File: src/rtl/ahfsl_pkg.sv
package ahfsl_pkg;

	// Fixed field widths.
	localparam int SAMPLE_W = 16;
	localparam int LEN_IN_W = 17;
	localparam int GAIN_W   = 16;
	localparam int THR_W    = 15;
	localparam int FADE_W   = 8;
	localparam int CFG_IDX_W = 2;
	localparam int CFG_DATA_W = 16;

	// Magnitude and intermediate widths.
	localparam int MAG_W  = 17;
	localparam int M_W    = 16;
	localparam int PROD_W = 32;
	localparam int DVS_W  = 17;
	localparam int QUO_W  = 16;

	localparam int MAX_CHUNK_SAMPLES_DEF = 131072;

	localparam logic [GAIN_W-1:0] GAIN_RESET   = 16'd38011;
	localparam logic [THR_W-1:0]  THRESH_RESET = 15'd26870;
	localparam logic [FADE_W-1:0] FADE_RESET   = 8'd96;
	localparam logic [GAIN_W-1:0] OUT_SCALE    = 16'd32767;

	typedef enum logic [CFG_IDX_W-1:0] {
		CFG_GAIN   = 2'd0,
		CFG_THRESH = 2'd1,
		CFG_FADE   = 2'd2
	} cfg_idx_t;

	typedef enum logic [3:0] {
		OP_NONE,
		OP_LOAD,
		OP_MUL_GAIN,
		OP_SET_GAIN,
		OP_MUL_FIN,
		OP_MUL_FOUT,
		OP_DIV_FADE,
		OP_DIV_LIM,
		OP_DIV_STEP,
		OP_SET_FADE,
		OP_SET_LIM,
		OP_MUL_LIM,
		OP_MUL_OUT,
		OP_STORE_OUT
	} op_t;

	typedef enum logic [4:0] {
		ST_IDLE,
		ST_GAIN_MUL,
		ST_GAIN_SET,
		ST_FIN_MUL,
		ST_FIN_LOAD,
		ST_FIN_DIV,
		ST_FIN_SET,
		ST_FOUT_MUL,
		ST_FOUT_LOAD,
		ST_FOUT_DIV,
		ST_FOUT_SET,
		ST_LIM_MUL,
		ST_LIM_LOAD,
		ST_LIM_DIV,
		ST_LIM_SET,
		ST_OUT_MUL,
		ST_OUT_SET
	} state_t;

	typedef struct packed {
		op_t op;
	} cmd_t;

	typedef struct packed {
		logic need_fin;
		logic need_fout;
		logic need_lim;
		logic div_done;
		logic out_free;
	} stat_t;

endpackage

File: src/rtl/ahfsl_div.sv
module ahfsl_div (
	input  logic                          clk,
	input  logic                          arst_n,
	input  logic                          start,
	input  logic                          step,
	input  logic [ahfsl_pkg::PROD_W-1:0]  dividend,
	input  logic [ahfsl_pkg::DVS_W-1:0]   divisor,
	output logic [ahfsl_pkg::QUO_W-1:0]   quotient,
	output logic                          done
);

	// Two quotient bits are retired per cycle while step is asserted.
	localparam int Steps = ahfsl_pkg::QUO_W / 2;
	localparam int CntW  = $clog2(Steps);
	localparam int DW    = ahfsl_pkg::DVS_W;
	localparam int QW    = ahfsl_pkg::QUO_W;

	logic [DW-1:0]   rem_q;
	logic [DW-1:0]   dvs_q;
	logic [QW-1:0]   low_q;
	logic [QW-1:0]   quo_q;
	logic [CntW-1:0] cnt_q;

	logic [DW:0]   r1;
	logic [DW:0]   r2;
	logic          ge1;
	logic          ge2;
	logic [DW-1:0] r1s;
	logic [DW-1:0] r2s;

	always_comb begin
		r1  = {rem_q, low_q[QW-1]};
		ge1 = (r1 >= {1'b0, dvs_q});
		r1s = ge1 ? DW'(r1 - {1'b0, dvs_q}) : DW'(r1);
		r2  = {r1s, low_q[QW-2]};
		ge2 = (r2 >= {1'b0, dvs_q});
		r2s = ge2 ? DW'(r2 - {1'b0, dvs_q}) : DW'(r2);
	end

	// The quotient is known to fit in QW bits, so the upper half of the
	// dividend is already below the divisor and seeds the remainder.
	always_ff @(posedge clk) begin
		if (start) begin
			rem_q <= {1'b0, dividend[ahfsl_pkg::PROD_W-1:QW]};
			low_q <= dividend[QW-1:0];
			dvs_q <= divisor;
		end else if (step) begin
			rem_q <= r2s;
			low_q <= {low_q[QW-3:0], 2'b00};
			quo_q <= {quo_q[QW-3:0], ge1, ge2};
		end
	end

	always_ff @(posedge clk or negedge arst_n) begin
		if (!arst_n) begin
			cnt_q <= '0;
		end else if (start) begin
			cnt_q <= '0;
		end else if (step) begin
			cnt_q <= cnt_q + CntW'(1);
		end
	end

	assign done     = step && (cnt_q == CntW'(Steps - 1));
	assign quotient = quo_q;

endmodule

File: src/rtl/ahfsl_dp.sv
module ahfsl_dp #(
	parameter int MAX_CHUNK_SAMPLES = ahfsl_pkg::MAX_CHUNK_SAMPLES_DEF
) (
	input  logic                               clk,
	input  logic                               arst_n,
	input  ahfsl_pkg::cmd_t                    cmd,
	output ahfsl_pkg::stat_t                   stat,
	input  logic                               cfg_we,
	input  logic [ahfsl_pkg::CFG_IDX_W-1:0]    cfg_index,
	input  logic [ahfsl_pkg::CFG_DATA_W-1:0]   cfg_wdata,
	input  logic signed [ahfsl_pkg::SAMPLE_W-1:0] sample_in,
	input  logic [ahfsl_pkg::LEN_IN_W-1:0]     chunk_length,
	input  logic                               fade_in,
	input  logic                               fade_out,
	input  logic                               out_stall,
	output logic                               out_valid,
	output logic signed [ahfsl_pkg::SAMPLE_W-1:0] sample_out,
	output logic                               chunk_last
);

	localparam int PosW = $clog2(MAX_CHUNK_SAMPLES);
	localparam int LenW = $clog2(MAX_CHUNK_SAMPLES + 1);
	localparam int CmpW = LenW + 1;
	localparam logic [LenW-1:0] LenMax = LenW'(MAX_CHUNK_SAMPLES);

	localparam int SW = ahfsl_pkg::SAMPLE_W;
	localparam int MW = ahfsl_pkg::M_W;
	localparam int FW = ahfsl_pkg::FADE_W;
	localparam int PW = ahfsl_pkg::PROD_W;
	localparam int AW = ahfsl_pkg::MAG_W;
	localparam int BW = ahfsl_pkg::GAIN_W;

	// Configuration registers.
	logic [ahfsl_pkg::GAIN_W-1:0] gain_q;
	logic [ahfsl_pkg::THR_W-1:0]  thr_q;
	logic [FW-1:0]                fade_len_q;

	// Per-sample state.
	logic [PosW-1:0] pos_q;
	logic            neg_q;
	logic [AW-1:0]   mag_q;
	logic [FW-1:0]   flen_q;
	logic [FW-1:0]   pos8_q;
	logic [FW-1:0]   fac_q;
	logic            need_fin_q;
	logic            need_fout_q;
	logic            last_q;
	logic [MW-1:0]   m_q;
	logic [PW-1:0]   prod_q;

	logic            out_valid_q;
	logic [SW-1:0]   sample_out_q;
	logic            chunk_last_q;

	// Request decode.
	logic [AW-1:0]   sx;
	logic [AW-1:0]   mag_in;
	logic [LenW-1:0] len_eff;
	logic [FW-1:0]   flen_in;
	logic [CmpW-1:0] pos_c;
	logic [CmpW-1:0] len_c;
	logic [CmpW-1:0] flen_c;
	logic [CmpW-1:0] base_c;
	logic [CmpW-1:0] tail_c;
	logic [CmpW-1:0] pos_inc;
	logic            need_fin_in;
	logic            need_fout_in;
	logic [FW-1:0]   fac_in;
	logic            last_in;

	always_comb begin
		sx     = {sample_in[SW-1], sample_in};
		mag_in = sample_in[SW-1] ? (~sx + AW'(1)) : sx;

		if (chunk_length == '0) begin
			len_eff = LenW'(1);
		end else if (32'(chunk_length) > 32'(MAX_CHUNK_SAMPLES)) begin
			len_eff = LenMax;
		end else begin
			len_eff = LenW'(chunk_length);
		end

		if (CmpW'(len_eff) < CmpW'(fade_len_q)) begin
			flen_in = FW'(len_eff);
		end else begin
			flen_in = fade_len_q;
		end

		pos_c   = CmpW'(pos_q);
		len_c   = CmpW'(len_eff);
		flen_c  = CmpW'(flen_in);
		base_c  = len_c - flen_c;
		tail_c  = pos_c - base_c;
		pos_inc = pos_c + CmpW'(1);

		need_fin_in  = fade_in && (flen_in != '0) && (pos_c < flen_c);
		need_fout_in = fade_out && (flen_in != '0) && (pos_c >= base_c);
		fac_in       = (tail_c < flen_c) ? FW'(flen_c - tail_c) : '0;
		last_in      = (pos_inc >= len_c);
	end

	// Limiter terms: knee T in Q0.16, K = 1 - T, d = m - T.
	logic [MW-1:0]   t_lim;
	logic [AW-1:0]   k_lim;
	logic [MW-1:0]   d_lim;
	logic [AW-1:0]   dvs_lim;

	always_comb begin
		t_lim   = {thr_q, 1'b0};
		k_lim   = AW'(1 << MW) - {1'b0, t_lim};
		d_lim   = m_q - t_lim;
		dvs_lim = k_lim + {1'b0, d_lim};
	end

	// Shared multiplier.
	logic [AW-1:0]    mul_a;
	logic [BW-1:0]    mul_b;
	logic [AW+BW-1:0] mul_p;
	logic             is_mul;

	always_comb begin
		is_mul = 1'b1;
		unique case (cmd.op)
			ahfsl_pkg::OP_MUL_GAIN: begin
				mul_a = mag_q;
				mul_b = gain_q;
			end
			ahfsl_pkg::OP_MUL_FIN: begin
				mul_a = {1'b0, m_q};
				mul_b = BW'(pos8_q);
			end
			ahfsl_pkg::OP_MUL_FOUT: begin
				mul_a = {1'b0, m_q};
				mul_b = BW'(fac_q);
			end
			ahfsl_pkg::OP_MUL_LIM: begin
				mul_a = k_lim;
				mul_b = d_lim;
			end
			ahfsl_pkg::OP_MUL_OUT: begin
				mul_a = {1'b0, m_q};
				mul_b = ahfsl_pkg::OUT_SCALE;
			end
			default: begin
				mul_a  = '0;
				mul_b  = '0;
				is_mul = 1'b0;
			end
		endcase
		mul_p = mul_a * mul_b;
	end

	// Shared divider.
	logic                          div_start;
	logic                          div_step;
	logic [ahfsl_pkg::DVS_W-1:0]   div_dvs;
	logic [ahfsl_pkg::QUO_W-1:0]   div_quo;
	logic                          div_done;

	assign div_start = (cmd.op == ahfsl_pkg::OP_DIV_FADE) || (cmd.op == ahfsl_pkg::OP_DIV_LIM);
	assign div_step  = (cmd.op == ahfsl_pkg::OP_DIV_STEP);
	assign div_dvs   = (cmd.op == ahfsl_pkg::OP_DIV_LIM) ? dvs_lim
	                                                     : ahfsl_pkg::DVS_W'(flen_q);

	ahfsl_div u_div (
		.clk      (clk),
		.arst_n   (arst_n),
		.start    (div_start),
		.step     (div_step),
		.dividend (prod_q),
		.divisor  (div_dvs),
		.quotient (div_quo),
		.done     (div_done)
	);

	always_ff @(posedge clk or negedge arst_n) begin
		if (!arst_n) begin
			gain_q     <= ahfsl_pkg::GAIN_RESET;
			thr_q      <= ahfsl_pkg::THRESH_RESET;
			fade_len_q <= ahfsl_pkg::FADE_RESET;
		end else if (cfg_we) begin
			unique case (cfg_index)
				ahfsl_pkg::CFG_GAIN:   gain_q     <= cfg_wdata;
				ahfsl_pkg::CFG_THRESH: thr_q      <= cfg_wdata[ahfsl_pkg::THR_W-1:0];
				ahfsl_pkg::CFG_FADE:   fade_len_q <= cfg_wdata[FW-1:0];
				default: ;
			endcase
		end
	end

	always_ff @(posedge clk or negedge arst_n) begin
		if (!arst_n) begin
			pos_q <= '0;
		end else if (cmd.op == ahfsl_pkg::OP_LOAD) begin
			pos_q <= last_in ? '0 : PosW'(pos_inc);
		end
	end

	always_ff @(posedge clk) begin
		if (cmd.op == ahfsl_pkg::OP_LOAD) begin
			neg_q       <= sample_in[SW-1];
			mag_q       <= mag_in;
			flen_q      <= flen_in;
			pos8_q      <= FW'(pos_c);
			fac_q       <= fac_in;
			need_fin_q  <= need_fin_in;
			need_fout_q <= need_fout_in;
			last_q      <= last_in;
		end
		if (is_mul) begin
			prod_q <= mul_p[PW-1:0];
		end
		unique case (cmd.op)
			ahfsl_pkg::OP_SET_GAIN: m_q <= prod_q[MW+14:15];
			ahfsl_pkg::OP_SET_FADE: m_q <= div_quo;
			ahfsl_pkg::OP_SET_LIM:  m_q <= t_lim + div_quo;
			default: ;
		endcase
	end

	// Result register: a new result may be written in the cycle the old one is taken.
	logic [SW-1:0] res_mag;

	assign res_mag = prod_q[PW-1:MW];

	always_ff @(posedge clk or negedge arst_n) begin
		if (!arst_n) begin
			out_valid_q <= 1'b0;
		end else if (cmd.op == ahfsl_pkg::OP_STORE_OUT) begin
			out_valid_q <= 1'b1;
		end else if (!out_stall) begin
			out_valid_q <= 1'b0;
		end
	end

	always_ff @(posedge clk) begin
		if (cmd.op == ahfsl_pkg::OP_STORE_OUT) begin
			sample_out_q <= neg_q ? (~res_mag + SW'(1)) : res_mag;
			chunk_last_q <= last_q;
		end
	end

	always_comb begin
		stat.need_fin  = need_fin_q;
		stat.need_fout = need_fout_q;
		stat.need_lim  = (m_q > t_lim);
		stat.div_done  = div_done;
		stat.out_free  = !out_valid_q || !out_stall;
	end

	assign out_valid  = out_valid_q;
	assign sample_out = sample_out_q;
	assign chunk_last = chunk_last_q;

endmodule

File: src/rtl/ahfsl_ctrl.sv
module ahfsl_ctrl (
	input  logic             clk,
	input  logic             arst_n,
	input  logic             in_valid,
	output logic             in_stall,
	output ahfsl_pkg::cmd_t  cmd,
	input  ahfsl_pkg::stat_t stat
);

	ahfsl_pkg::state_t state_q;
	ahfsl_pkg::state_t state_d;

	always_ff @(posedge clk or negedge arst_n) begin
		if (!arst_n) begin
			state_q <= ahfsl_pkg::ST_IDLE;
		end else begin
			state_q <= state_d;
		end
	end

	always_comb begin
		state_d  = state_q;
		cmd.op   = ahfsl_pkg::OP_NONE;
		in_stall = 1'b1;
		unique case (state_q)
			ahfsl_pkg::ST_IDLE: begin
				in_stall = 1'b0;
				if (in_valid) begin
					cmd.op  = ahfsl_pkg::OP_LOAD;
					state_d = ahfsl_pkg::ST_GAIN_MUL;
				end
			end
			ahfsl_pkg::ST_GAIN_MUL: begin
				cmd.op  = ahfsl_pkg::OP_MUL_GAIN;
				state_d = ahfsl_pkg::ST_GAIN_SET;
			end
			ahfsl_pkg::ST_GAIN_SET: begin
				cmd.op = ahfsl_pkg::OP_SET_GAIN;
				priority if (stat.need_fin) begin
					state_d = ahfsl_pkg::ST_FIN_MUL;
				end else if (stat.need_fout) begin
					state_d = ahfsl_pkg::ST_FOUT_MUL;
				end else begin
					state_d = ahfsl_pkg::ST_LIM_MUL;
				end
			end
			ahfsl_pkg::ST_FIN_MUL: begin
				cmd.op  = ahfsl_pkg::OP_MUL_FIN;
				state_d = ahfsl_pkg::ST_FIN_LOAD;
			end
			ahfsl_pkg::ST_FIN_LOAD: begin
				cmd.op  = ahfsl_pkg::OP_DIV_FADE;
				state_d = ahfsl_pkg::ST_FIN_DIV;
			end
			ahfsl_pkg::ST_FIN_DIV: begin
				cmd.op = ahfsl_pkg::OP_DIV_STEP;
				if (stat.div_done) begin
					state_d = ahfsl_pkg::ST_FIN_SET;
				end
			end
			ahfsl_pkg::ST_FIN_SET: begin
				cmd.op  = ahfsl_pkg::OP_SET_FADE;
				state_d = stat.need_fout ? ahfsl_pkg::ST_FOUT_MUL : ahfsl_pkg::ST_LIM_MUL;
			end
			ahfsl_pkg::ST_FOUT_MUL: begin
				cmd.op  = ahfsl_pkg::OP_MUL_FOUT;
				state_d = ahfsl_pkg::ST_FOUT_LOAD;
			end
			ahfsl_pkg::ST_FOUT_LOAD: begin
				cmd.op  = ahfsl_pkg::OP_DIV_FADE;
				state_d = ahfsl_pkg::ST_FOUT_DIV;
			end
			ahfsl_pkg::ST_FOUT_DIV: begin
				cmd.op = ahfsl_pkg::OP_DIV_STEP;
				if (stat.div_done) begin
					state_d = ahfsl_pkg::ST_FOUT_SET;
				end
			end
			ahfsl_pkg::ST_FOUT_SET: begin
				cmd.op  = ahfsl_pkg::OP_SET_FADE;
				state_d = ahfsl_pkg::ST_LIM_MUL;
			end
			ahfsl_pkg::ST_LIM_MUL: begin
				// At or below the knee the output scaling can start right away.
				if (stat.need_lim) begin
					cmd.op  = ahfsl_pkg::OP_MUL_LIM;
					state_d = ahfsl_pkg::ST_LIM_LOAD;
				end else begin
					cmd.op  = ahfsl_pkg::OP_MUL_OUT;
					state_d = ahfsl_pkg::ST_OUT_SET;
				end
			end
			ahfsl_pkg::ST_LIM_LOAD: begin
				cmd.op  = ahfsl_pkg::OP_DIV_LIM;
				state_d = ahfsl_pkg::ST_LIM_DIV;
			end
			ahfsl_pkg::ST_LIM_DIV: begin
				cmd.op = ahfsl_pkg::OP_DIV_STEP;
				if (stat.div_done) begin
					state_d = ahfsl_pkg::ST_LIM_SET;
				end
			end
			ahfsl_pkg::ST_LIM_SET: begin
				cmd.op  = ahfsl_pkg::OP_SET_LIM;
				state_d = ahfsl_pkg::ST_OUT_MUL;
			end
			ahfsl_pkg::ST_OUT_MUL: begin
				cmd.op  = ahfsl_pkg::OP_MUL_OUT;
				state_d = ahfsl_pkg::ST_OUT_SET;
			end
			ahfsl_pkg::ST_OUT_SET: begin
				if (stat.out_free) begin
					cmd.op  = ahfsl_pkg::OP_STORE_OUT;
					state_d = ahfsl_pkg::ST_IDLE;
				end
			end
			default: begin
				state_d = ahfsl_pkg::ST_IDLE;
			end
		endcase
	end

endmodule

File: src/rtl/audio_headroom_fade_soft_limiter_top.sv
// Channel   Direction  Handshake            Payload
// in        request    in_valid / in_stall  sample_in, chunk_length, fade_in, fade_out
// out       result     out_valid / out_stall sample_out, chunk_last
// cfg       write      cfg_we               cfg_index, cfg_wdata
//
// A new request is accepted only after the current one is stored. Fade-in, fade-out
// and the limiter above the knee each use the shared 2-bit-per-cycle divider in turn.
// A held result stalls only the final store; the next request can be accepted
// once it is written. Reset clears the sample position and loads the register defaults.
module audio_headroom_fade_soft_limiter_top #(
	parameter int MAX_CHUNK_SAMPLES = ahfsl_pkg::MAX_CHUNK_SAMPLES_DEF
) (
	input  logic                                  clk,
	input  logic                                  arst_n,
	input  logic                                  cfg_we,
	input  logic [ahfsl_pkg::CFG_IDX_W-1:0]       cfg_index,
	input  logic [ahfsl_pkg::CFG_DATA_W-1:0]      cfg_wdata,
	input  logic                                  in_valid,
	output logic                                  in_stall,
	input  logic signed [ahfsl_pkg::SAMPLE_W-1:0] sample_in,
	input  logic [ahfsl_pkg::LEN_IN_W-1:0]        chunk_length,
	input  logic                                  fade_in,
	input  logic                                  fade_out,
	output logic                                  out_valid,
	input  logic                                  out_stall,
	output logic signed [ahfsl_pkg::SAMPLE_W-1:0] sample_out,
	output logic                                  chunk_last
);

	ahfsl_pkg::cmd_t  cmd;
	ahfsl_pkg::stat_t stat;

	ahfsl_ctrl u_ctrl (
		.clk      (clk),
		.arst_n   (arst_n),
		.in_valid (in_valid),
		.in_stall (in_stall),
		.cmd      (cmd),
		.stat     (stat)
	);

	ahfsl_dp #(
		.MAX_CHUNK_SAMPLES (MAX_CHUNK_SAMPLES)
	) u_dp (
		.clk          (clk),
		.arst_n       (arst_n),
		.cmd          (cmd),
		.stat         (stat),
		.cfg_we       (cfg_we),
		.cfg_index    (cfg_index),
		.cfg_wdata    (cfg_wdata),
		.sample_in    (sample_in),
		.chunk_length (chunk_length),
		.fade_in      (fade_in),
		.fade_out     (fade_out),
		.out_stall    (out_stall),
		.out_valid    (out_valid),
		.sample_out   (sample_out),
		.chunk_last   (chunk_last)
	);

endmodule
File: config.mk
export PLATFORM = sky130hd
export DESIGN_NAME = audio_headroom_fade_soft_limiter_top
export DESIGN_NICKNAME = d
export VERILOG_FILES = /design/src/rtl/ahfsl_pkg.sv /design/src/rtl/ahfsl_div.sv /design/src/rtl/ahfsl_dp.sv /design/src/rtl/ahfsl_ctrl.sv /design/src/rtl/audio_headroom_fade_soft_limiter_top.sv
export SDC_FILE = /design/constraint.sdc
export NUM_CORES = 1
export LEC_CHECK = 0
export BUFFER_PORTS_ARGS = -buffer_cell sky130_fd_sc_hd__buf_2
export CAP_MARGIN = 10
export CORE_MARGIN = 10
export CORE_UTILIZATION = 60
export DETAILED_ROUTE_END_ITERATION = 8
export GPL_TIMING_DRIVEN = 0
export PLACE_DENSITY_LB_ADDON = 0.3
export SETUP_SLACK_MARGIN = 0.1
export SLEW_MARGIN = 5
export SYNTH_ARGS = -nofsm -noshare
export SYNTH_HDL_FRONTEND = slang
export SYNTH_SLANG_ARGS = --single-unit
File: constraint.sdc
create_clock -name clk -period 10.05 [get_ports clk]
set_input_delay 2.01 -clock clk [delete_from_list [all_inputs] [get_ports clk]]
set_output_delay 2.01 -clock clk [all_outputs]
set_load 0.02 [all_outputs]
==> impl_metrics.toml <==
[run_status]
status = "completed"

[detailed_routing]
drt-initial-drc-count = 1882
routed_via_density = 6.04
wl_per_cell_um = 20.7
route.detailed.drc = 0
drt-total-wl_um = 71100
ant_nets = 0
dr.pass1.iters = 6
via_count = 20700

[timing]
whs_ns = 0.474
worst_pin_slew_ns = 1.15
drv_slew = 0
setup_tns_ns = 0
finalHoldViolCount = 0
min_period_ns = 9.69
max_freq_ghz = 0.103
layout_worst_path_cycle_share = 0.964
rsz0062_at_grt = "no"
fin_skew_ns = 0.0276
max_slew_margin = 0.233
setup_viol = 0
setup_slack_ns = 0.361

[synthesis]
synth_area_per_cell_um2 = 9.32
synth_top_cell_area_share = 0.205
synth_area_leaders = "edfxtp_1 (20%), fa_1 (17%), ha_1 (12%)"
synth-seq-cells = 241
synth_area_mm2 = 0.0256
ys_types = 84
synth_fp_nets = 3277
yosysTopAreaCell = "edfxtp_1"
synth_edf_count = 175
syn_inst = 2751
async_flop_share = 0.270
ys_warn_count = 0
synth_seq_area_share = 0.270
ys.flop_type = "edfxtp_1"

[placed_design]
preCtsSetupSlack_ns = -0.552
dp_hpwl_um = 58600
io_buffer_count = 76
gp_congestion = 0.993
dp_cells = 3371
dpl-instance-area_mm2 = 0.0268

[power]
max-vdd-ir-drop_mv = 0.257
swShare = 0.498
p_int_mw = 5.13
power_frac_seq = 0.190
p_clk_frac = 0.103
pwr_density_cell_mw_per_mm2 = 365
switching_power_mw = 5.08
pwr-share-comb = 0.708
total_leakage_power_nw = 13.0
p_total_mw = 10.2

[global_routing]
use_met1 = 0.357
first_global_vias = 20900
track_usage = 0.281
globalRouteMet2Util = 0.449
use_met3 = 0.0696
grt-ovfl-total = 0
grt_max_degree = 66
grt_pass1_wl_um = 113000
grt_busiest_layer = "met2"
antenna_found_initial = 2

[worst_setup_path]
worstRegToRegCells = 31
crit_type = "reg -> reg"
slowest_delay_ns = 0.60
cp_max_fo = 10
r2r_slack_ns = 0.36
cp_data_arrival_time_ns = 10.04
crit_start = "u_dp.thr_q[1]"
cp-end-kind = "register"
cpMostUsedCell = "fa_1"
critPathSlowestCell = "dfstp_2"
crit_required_ns = 10.40
crit_end = "u_dp.prod_q[31]"
cp-start-kind = "register"
r2r-end = "u_dp.prod_q[31]"
worstReg2RegStart = "u_dp.thr_q[1]"

[clock_tree]
htree_levels = 1
root_buffer = "clkbuf_16"
cts_buffer_depth = 3
worstSkewPairLatency_ns = 0.57
cts_num_sinks = 241
cts_buffers = 28
clkTransAtPathRegs_ns = 0.06
cts_tree = "yes"

[floorplan]
dieArea_mm2 = 0.0514
start_util = 0.608
rows = 75
io-pin-count = 77
core_mm2 = 0.0421
die_w_um = 227
die_h_um = 227

[min_path]
hold_path_class = "reg -> reg"
hold_depth = 0

[final_layout]
final_nets = 3392
final_util = 0.663
finalInstanceArea_mm2 = 0.0279
layout_common_cells = "inv_1 (370), nand2_1 (329), ha_1 (253)"
drive_gt1_frac = 0.100
syn2layout_area_growth_pct = 9.01
fin_cells = 3428
layout_commonest_cell = "inv_1"

[flow_run]
cap_violations = 0
-- registers in the layout, summed over array words and instances (netlist names), 5 cells and up --
register / count
u_dp.u_div.dvs_q: 17
u_dp.flen_q: 8
u_ctrl.state_q: 5
u_dp.gain_q: 16
u_dp.pos_q: 17
u_dp.mag_q: 17
u_dp.prod_q: 32
u_dp.sample_out: 16
u_dp.thr_q: 15
u_dp.u_div.low_q: 16
u_dp.pos8_q: 8
u_dp.fade_len_q: 8
u_dp.u_div.quotient: 16
u_dp.fac_q: 8
u_dp.m_q: 16
u_dp.u_div.rem_q: 17
-- area by class of cell --
class,instances,area [µm²]
inverter,370,1390
tap,539,674
antenna,1,2.50
timing repair buffer,85,494
sequential,241,6930
clock buffer,32,757
fill,3368,14200
clock inverter,20,216
buffer,78,344
multi-input combinational,2062,17100
-- routing by layer --
layer,share of wire,vias to the layer above,wire (µm)
met3,0.096,189,6790
li1,-,9579,-
met1,0.41,10000,28900
met4,0.048,0,3400
met5,0,-,0
met2,0.45,911,32000
-- power by group through the flow --
| stage | clock network, mW | logic [mW] | registers [mW] |
|---|---|---|---|
| global placement | 0 | 6.72 | 1.94 |
| floorplan | 0 | 5.26 | 1.81 |
| detailed placement | 0 | 6.98 | 1.94 |
| finish | 1.05 | 7.22 | 1.94 |
| CTS | 1.06 | 7.05 | 1.92 |
| global route | 1.11 | 7.99 | 1.96 |
-- synthesized netlist by cell type (45+ instances only) --
cell      instances
inv_1           370
nand2_1         330
ha_1            253
nor2_1          237
fa_1            215
edfxtp_1        175
a21oi_1         127
xnor2_1         122
o21ai_0          98
mux2_2           61
clkbuf_1         60
a21o_1           56
xor2_1           52
dfrtp_1          45
nor3_1           45
-- worst min path at each step --
stage	startpoint	end	slack, ns
finish	u_dp.u_div.quotient[0]	u_dp.u_div.quotient[2]	0.47
global route	u_dp.u_div.quotient[0]	u_dp.u_div.quotient[2]	0.49
CTS	u_dp.u_div.quotient[0]	u_dp.u_div.quotient[2]	0.48
floorplan	u_dp.last_q	u_dp.chunk_last	0.40
detailed placement	u_dp.u_div.quotient[0]	u_dp.u_div.quotient[2]	0.44
global placement	u_dp.u_div.cnt_q[1]	u_dp.u_div.cnt_q[1]	0.45
-- worst max-delay path: cells and delay by family (launching register included) --
family	cells	cell delay [ns]
adders and majority gates	8	3.50
AOI/OAI and AO/OA	11	2.82
buffers and inverters	6	1.19
and+or+nand+nor	5	1.00
DFF	1	0.60
xor gates and xnor gates	1	0.35
-- logic make-up (layout without fill, tap and decap cells) --
logic type	after synthesis	after routing	share of synthesized area
xor gates and xnor gates	174	174	0.0594
muxes	100	100	0.0420
adders and majority gates	468	468	0.291
AOI/OAI and AO/OA	491	491	0.125
DFF	241	241	0.270
other	1	2	0.000146
and+or+nand+nor	828	828	0.145
buffers and inverters	448	585	0.0667
-- what timing repair did --
item,CTS,global route
hold buffers,0,0
hold endpoints to repair,0,0
buffers inserted,2,1
gates resized for setup,7,44
pin swaps,1,2
setup endpoints to repair,8,13
Power figures use the tool's default switching activity.
